--- config.mk ---
export PLATFORM = sky130hd
export DESIGN_NAME = replay_event_stream_parser_unit
export DESIGN_NICKNAME = d
export VERILOG_FILES = /design/src/rtl/resp_pkg.sv /design/src/rtl/replay_event_stream_parser_unit.sv /design/src/rtl/resp_core.sv
export SDC_FILE = /design/constraint.sdc
export NUM_CORES = 1
export LEC_CHECK = 0
export ABC_CLOCK_PERIOD_IN_PS = 17860
export BUFFER_PORTS_ARGS = -buffer_cell sky130_fd_sc_hd__buf_2
export CELL_PAD_IN_SITES_DETAIL_PLACEMENT = 0
export CELL_PAD_IN_SITES_GLOBAL_PLACEMENT = 2
export CORE_MARGIN = 10
export CORE_UTILIZATION = 41
export CTS_CLUSTER_SIZE = 28
export DETAILED_ROUTE_END_ITERATION = 7
export PLACE_DENSITY_LB_ADDON = 0.05
export SLEW_MARGIN = 20
export SYNTH_ARGS = -nofsm -noshare
export SYNTH_HDL_FRONTEND = slang
export SYNTH_SLANG_ARGS = --single-unit
--- constraint.sdc ---
create_clock -name i_clk -period 17.86 [get_ports i_clk]
set_clock_uncertainty 0.15 [all_clocks]
set_input_delay 0.893 -clock i_clk [delete_from_list [all_inputs] [get_ports i_clk]]
set_output_delay 0.893 -clock i_clk [all_outputs]
set_load 0.02 [all_outputs]
--- src/rtl/resp_pkg.sv ---
package resp_pkg;

    localparam int unsigned TDATA_W = 112;

    localparam logic [7:0] KIND_PING     = 8'h83;
    localparam logic [7:0] KIND_UNKNOWN  = 8'h80;
    localparam logic [8:0] PING_BYTES    = 9'd8;
    localparam logic [8:0] UNKNOWN_BYTES = 9'd4;

    typedef enum logic [2:0] {
        RK_PING    = 3'd0,
        RK_HEADER  = 3'd1,
        RK_TEXT    = 3'd2,
        RK_UNKNOWN = 3'd3,
        RK_ERROR   = 3'd4
    } t_kind;

    typedef struct packed {
        t_kind       kind;
        logic [29:0] event_time;
        logic [3:0]  player_id;
        logic [1:0]  message_target;
        logic [31:0] first_word;
        logic [31:0] second_word;
        logic [7:0]  text_byte;
        logic        last_of_event;
    } t_result;

endpackage

--- src/rtl/replay_event_stream_parser_unit.sv ---
// replay event stream parser
// slave stream: one raw event byte per transfer on i_s_axis_tdata[7:0]
// master stream: one decoded result per transfer; tuser carries the result
// kind (ping, message header, message text byte, unknown event, error),
// tlast marks the final result of an event, tdata carries the event time,
// player, message target, the two words and the text byte
// most bytes (timestamp, player, kind, partial body) give no result; a
// completed ping or unknown body, a message length byte, each message text
// byte and a bad kind byte each give exactly one result
// throughput: one byte per cycle while the master side does not stall
// latency: a result appears on the master side the cycle after its byte
// is taken, from the output register
// a stall on the master side holds the result register and drops the
// slave side ready, so no byte is taken while the result waits; any byte
// is taken again in the cycle the held result is taken
// reset (synchronous, active low) empties the output register and puts
// the parser back at the first timestamp byte of an event
module replay_event_stream_parser_unit (
    input  logic                          i_clk,
    input  logic                          i_rst_n,
    input  logic                          i_s_axis_tvalid,
    output logic                          o_s_axis_tready,
    input  logic [7:0]                    i_s_axis_tdata,  // data_byte
    output logic                          o_m_axis_tvalid,
    input  logic                          i_m_axis_tready,
    // event_time, player_id, message_target, first_word, second_word,
    // text_byte, zero pad
    output logic [resp_pkg::TDATA_W-1:0]  o_m_axis_tdata,
    output logic [2:0]                    o_m_axis_tuser,  // result_kind
    output logic                          o_m_axis_tlast   // last_of_event
);
    import resp_pkg::*;

    logic    in_fire;
    logic    res_valid;
    t_result res;
    logic    r_out_valid;
    t_result r_out;

    assign o_s_axis_tready = !r_out_valid || i_m_axis_tready;
    assign in_fire         = i_s_axis_tvalid && o_s_axis_tready;

    resp_core u_core (
        .i_clk       (i_clk),
        .i_rst_n     (i_rst_n),
        .i_valid     (in_fire),
        .i_byte      (i_s_axis_tdata),
        .o_res_valid (res_valid),
        .o_res       (res)
    );

    always_ff @(posedge i_clk) begin
        if (!i_rst_n) begin
            r_out_valid <= 1'b0;
        end else if (res_valid) begin
            r_out_valid <= 1'b1;
        end else if (i_m_axis_tready) begin
            r_out_valid <= 1'b0;
        end
    end

    always_ff @(posedge i_clk) begin
        if (res_valid) begin
            r_out <= res;
        end
    end

    assign o_m_axis_tvalid = r_out_valid;
    assign o_m_axis_tuser  = r_out.kind;
    assign o_m_axis_tlast  = r_out.last_of_event;
    assign o_m_axis_tdata  = {4'd0, r_out.text_byte, r_out.second_word, r_out.first_word,
                              r_out.message_target, r_out.player_id, r_out.event_time};

`ifndef SYNTHESIS
    a_no_overwrite: assert property (@(posedge i_clk) disable iff (!i_rst_n)
        (r_out_valid && !i_m_axis_tready) |-> !res_valid)
        else $error("result register overwritten while stalled");

    a_close_kinds: assert property (@(posedge i_clk) disable iff (!i_rst_n)
        (o_m_axis_tvalid && (o_m_axis_tuser == RK_ERROR || o_m_axis_tuser == RK_PING
            || o_m_axis_tuser == RK_UNKNOWN)) |-> o_m_axis_tlast)
        else $error("ping, unknown or error result not last of event");

    a_text_len: assert property (@(posedge i_clk) disable iff (!i_rst_n)
        (o_m_axis_tvalid && o_m_axis_tuser == RK_TEXT) |-> (o_m_axis_tdata[67:36] != 32'd0))
        else $error("text byte with zero message length");
`endif

endmodule

--- src/rtl/resp_core.sv ---
module resp_core (
    input  logic              i_clk,
    input  logic              i_rst_n,
    input  logic              i_valid,
    input  logic [7:0]        i_byte,
    output logic              o_res_valid,
    output resp_pkg::t_result o_res
);
    import resp_pkg::*;

    typedef enum logic [2:0] {
        PH_TS_FIRST,
        PH_TS_EXTRA,
        PH_PLAYER,
        PH_KIND,
        PH_PING,
        PH_UNKNOWN,
        PH_MSG_LEN,
        PH_TEXT
    } t_phase;

    t_phase      r_phase,   n_phase;
    logic [29:0] r_time,    n_time;
    logic [8:0]  r_left,    n_left;
    logic [3:0]  r_player,  n_player;
    logic [1:0]  r_target,  n_target;
    logic [8:0]  r_len,     n_len;
    logic [31:0] r_word_a,  n_word_a;
    logic [31:0] r_word_b,  n_word_b;
    logic [2:0]  ping_pos;
    logic [1:0]  unk_pos;

    assign ping_pos = 3'(3'd0 - r_left[2:0]);
    assign unk_pos  = 2'(2'd0 - r_left[1:0]);

    always_comb begin
        n_phase  = r_phase;
        n_time   = r_time;
        n_left   = r_left;
        n_player = r_player;
        n_target = r_target;
        n_len    = r_len;
        n_word_a = r_word_a;
        n_word_b = r_word_b;
        o_res_valid = 1'b0;
        o_res = '0;
        o_res.event_time = r_time;
        o_res.player_id  = r_player;
        if (i_valid) begin
            unique case (r_phase)
                PH_TS_FIRST: begin
                    n_time  = 30'(i_byte[7:2]);
                    n_left  = 9'(i_byte[1:0]);
                    n_phase = (i_byte[1:0] != 2'd0) ? PH_TS_EXTRA : PH_PLAYER;
                end
                PH_TS_EXTRA: begin
                    n_time = {r_time[21:0], i_byte};
                    n_left = r_left - 9'd1;
                    if (n_left == 9'd0) begin
                        n_phase = PH_PLAYER;
                    end
                end
                PH_PLAYER: begin
                    n_player = i_byte[3:0];
                    n_phase  = PH_KIND;
                end
                PH_KIND: begin
                    if (i_byte == KIND_PING) begin
                        n_word_a = '0;
                        n_word_b = '0;
                        n_left   = PING_BYTES;
                        n_phase  = PH_PING;
                    end else if (i_byte == KIND_UNKNOWN) begin
                        n_word_a = '0;
                        n_word_b = '0;
                        n_left   = UNKNOWN_BYTES;
                        n_phase  = PH_UNKNOWN;
                    end else if (!i_byte[7]) begin
                        n_target = i_byte[1:0];
                        n_len    = {1'b0, i_byte[4:3], 6'd0};
                        n_phase  = PH_MSG_LEN;
                    end else begin
                        o_res_valid         = 1'b1;
                        o_res.kind          = RK_ERROR;
                        o_res.last_of_event = 1'b1;
                        n_phase             = PH_TS_FIRST;
                    end
                end
                PH_PING: begin
                    if (!ping_pos[2]) begin
                        n_word_a[ping_pos[1:0]*8 +: 8] = i_byte;
                    end else begin
                        n_word_b[ping_pos[1:0]*8 +: 8] = i_byte;
                    end
                    n_left = r_left - 9'd1;
                    if (n_left == 9'd0) begin
                        o_res_valid         = 1'b1;
                        o_res.kind          = RK_PING;
                        o_res.first_word    = n_word_a;
                        o_res.second_word   = n_word_b;
                        o_res.last_of_event = 1'b1;
                        n_phase             = PH_TS_FIRST;
                    end
                end
                PH_UNKNOWN: begin
                    n_word_a[unk_pos*8 +: 8] = i_byte;
                    n_left = r_left - 9'd1;
                    if (n_left == 9'd0) begin
                        o_res_valid         = 1'b1;
                        o_res.kind          = RK_UNKNOWN;
                        o_res.first_word    = n_word_a;
                        o_res.last_of_event = 1'b1;
                        n_phase             = PH_TS_FIRST;
                    end
                end
                PH_MSG_LEN: begin
                    n_len  = r_len + 9'(i_byte);
                    n_left = n_len;
                    o_res_valid          = 1'b1;
                    o_res.kind           = RK_HEADER;
                    o_res.message_target = r_target;
                    o_res.first_word     = 32'(n_len);
                    o_res.last_of_event  = (n_len == 9'd0);
                    n_phase = (n_len == 9'd0) ? PH_TS_FIRST : PH_TEXT;
                end
                PH_TEXT: begin
                    n_left = r_left - 9'd1;
                    o_res_valid          = 1'b1;
                    o_res.kind           = RK_TEXT;
                    o_res.message_target = r_target;
                    o_res.first_word     = 32'(r_len);
                    o_res.text_byte      = i_byte;
                    o_res.last_of_event  = (n_left == 9'd0);
                    if (n_left == 9'd0) begin
                        n_phase = PH_TS_FIRST;
                    end
                end
            endcase
        end
    end

    always_ff @(posedge i_clk) begin
        if (!i_rst_n) begin
            r_phase  <= PH_TS_FIRST;
            r_time   <= '0;
            r_left   <= '0;
            r_player <= '0;
            r_target <= '0;
            r_len    <= '0;
            r_word_a <= '0;
            r_word_b <= '0;
        end else begin
            r_phase  <= n_phase;
            r_time   <= n_time;
            r_left   <= n_left;
            r_player <= n_player;
            r_target <= n_target;
            r_len    <= n_len;
            r_word_a <= n_word_a;
            r_word_b <= n_word_b;
        end
    end

endmodule
==> results.cfg <==
[yosys]
netlist_area_sq_um = 10600
synth_warnings = 0
ys_seq_area_share_pct = 54.8
async_reset_ff_share_pct = 0
synth_cell_types = 68
synth_edf_count = 112
ys.flop_type = dfxtp_1
synth_seq_cells = 234
syn_avg_cell_area_sq_um = 10.5
synthCells = 1012
ys_top_cells_by_area = edfxtp_1, dfxtp_1, nor2b_1
synth_top_area_share_pct = 31.7
yosys.area.top_type = edfxtp_1

[worst_setup_path]
r2r_cells = 11
crit_fanout = 75
path_class = reg2reg
critPathLaunchType = register
path_buf_inv = 3
critPathSlowestCell = buf_4
critical_path_arrival_ps = 4630
endpoint_kind = register
slowest_delay_ps = 810
crit_chain = inv_1 -> ha_1 -> xnor2_1 -> nand3b_1 -> nor4b_2 -> o2111a_1 -> or2_1 -> a21oi_1 -> nor2_4 -> buf_4 -> buf_4
reg2reg_slack_ps = 13220
required_ps = 17850
cp_top_family = buffers and inverters
crit_top_cell = buf_4
r2r-end = o_m_axis_tdata[88]
reg2reg_from = u_core.r_left[0]

[place]
dp_hpwl_um = 19700
place_inst = 1391
portBuffers = 125
place.gp.congestion = 0.811

[floorplanning]
ios = 130
start_util_pct = 41.9
core_sq_um = 25300
dieWidth_um = 181
fp.dieArea_sq_um = 32700
rows = 58
die_y_um = 181

[clock_tree]
cts.htree.levels = 1
cts_resized = 0
ctsHoldBuffers = 0
cts-buffers-inserted = 26
cts_sinks = 234
clkLatencyLatePin_ps = 530
cts_root_buffer = clkbuf_16
cts_buffer_depth = 3
post_cts_buffers = 0
cts_tree = built
clkSlewWorstSetupHoldPaths_ps = 60

[worst_hold_path]
worstHoldPathCells = 0
holdPathEnd = o_m_axis_tdata[22]
hold_class = reg2reg
min_from = u_core.r_time[22]

[routing]
wl_per_cell_um = 20.8
wirelength_um = 29900
routed.top_layer = met4
wl_met3_um = 1700
vias = 8016
ant_nets = 0
post-route-drc-count = 0
viasPerCell = 5.57
dr_wl_met2_um = 13100
first_pass_iters = 5
drt_first_iter_violations = 553
wirelength_met1_um = 14700

[global_route]
grt_overflow = 0
grt_max_degree = 76
grt_pass1_wl_um = 47500
antenna_found_initial = 1
grt_pass1_vias = 7993
grtUsageTotal_pct = 17.6

[sta]
post-route-min-period_ps = 4640
rsz0062_at_grt = false
worst_pin_slew_ps = 1210
setup_viol = 0
max_freq_mhz = 215
relSlewSlack_pct = 19.1
hold_slack_ps = 283
tns_ps = 0
final_max_slew_viol_count = 0
fin_crit_sh_pct = 26.0
hold_viol_final = 0

[cells_and_area]
utilization_pct = 48.3
syn_to_final_growth_pct = 15.3
fin_nets = 1115
fillers = 2389
drive_gt1_share_pct = 19.9
final_cell_mix = buf_2, dfxtp_1, nand2_1
final_common_cell = buf_2
final_cells = 1440

[power]
powerDensity_nw_per_um2 = 106
ir_drop_uv = 74.2
clkPwrFrac_pct = 41.4
pwr-share-seq_pct = 45.3
p_int_mw = 0.938
power_leakage_nw = 4.63
switching_share_pct = 27.4
combPwrFrac_pct = 13.4
switching_power_mw = 0.354

[outcome]
status = finished, final reports clean

[job]
maxCapViolations = 0
-- stage by stage --
stage | area, sq um | worst slack [ps] | power, mW
6_report | 12200 | 13220 | 1.29
5_1_grt | 12200 | 12830 | 1.34
4_1_cts | 12200 | 13140 | 1.30
3_5_place_dp | 11400 | 13140 | 0.768
3_3_place_gp | 11400 | 13290 | 0.768
2_1_floorplan | 10600 | 10320 | 0.718
-- how the worst max path moves through the flow --
stage	depth (start not counted)	from	endpoint
after detailed placement	11	u_core.r_left[0]	o_m_axis_tdata[79]
after global placement	11	u_core.r_left[0]	o_m_axis_tdata[79]
after floorplan	12	u_core.r_left[0]	o_m_axis_tdata[0]
final	11	u_core.r_left[0]	o_m_axis_tdata[88]
after CTS	11	u_core.r_left[0]	o_m_axis_tdata[88]
after global routing	11	u_core.r_left[0]	o_m_axis_tdata[88]
-- power by group through the flow --
stage / sequential [mW] / combinational, mW / clock, mW
6_report: 0.584 / 0.173 / 0.534
3_5_place_dp: 0.596 / 0.172 / 0
3_3_place_gp: 0.596 / 0.172 / 0
2_1_floorplan: 0.594 / 0.124 / 0
5_1_grt: 0.586 / 0.189 / 0.567
4_1_cts: 0.584 / 0.172 / 0.545
-- routing by layer --
layer  GRT usage [%]  up-vias
met5               0        -
met4            3.22        0
met3            3.34       29
met2            26.8      208
met1            25.6     3893
li1                -     3886
-- synthesized netlist by cell type, types with 6 or more instances --
| library cell | number |
|---|---|
| inv_1 | 10 |
| a22oi_1 | 35 |
| a21oi_2 | 31 |
| edfxtp_1 | 112 |
| and3_1 | 15 |
| dfxtp_1 | 122 |
| nor3_1 | 8 |
| mux2i_1 | 17 |
| o211a_1 | 23 |
| a21boi_0 | 31 |
| nand4_1 | 19 |
| ha_1 | 13 |
| nand2b_1 | 6 |
| a32oi_1 | 45 |
| nor2b_1 | 71 |
| nor2_1 | 58 |
| nand2_1 | 113 |
| nand3_1 | 47 |
| o21ai_0 | 26 |
| clkbuf_1 | 72 |
| a21oi_1 | 28 |
| and2_1 | 7 |
-- area by class of cell --
type,count,area (sq um),share of cell area [%]
diodes,1,2.50,0.0205
clock buffers,32,694,5.68
clock inverters,16,153,1.25
inverters,11,41.3,0.338
multi-input cells,680,4410,36.1
flip-flops and latches,234,5810,47.5
well taps,330,413,3.38
repair buffers,136,708,5.79
-- kinds of logic after synthesis --
group	after synthesis	share of synthesized area, %
and+or+nand+nor	372	17.8
DFF	234	54.8
muxes	18	1.71
adders and majority gates	14	1.72
buffers and inverters	101	4.13
AOI/OAI and AO/OA	263	19.1
other	1	0.0354
xor gates and xnor gates	9	0.743
-- registers in the layout, indices dropped and copies added (netlist names) --
signal and count:
u_core.r_len 9, u_core.r_player 4, u_core.r_time 30, o_m_axis_tvalid 1
u_core.r_word_b 32, u_core.r_phase 3, o_m_axis_tlast 1, u_core.r_word_a 32
o_m_axis_tdata 108, u_core.r_left 9, u_core.r_target 2, o_m_axis_tuser 3
Note: power is estimated with default switching activity, not from simulation.
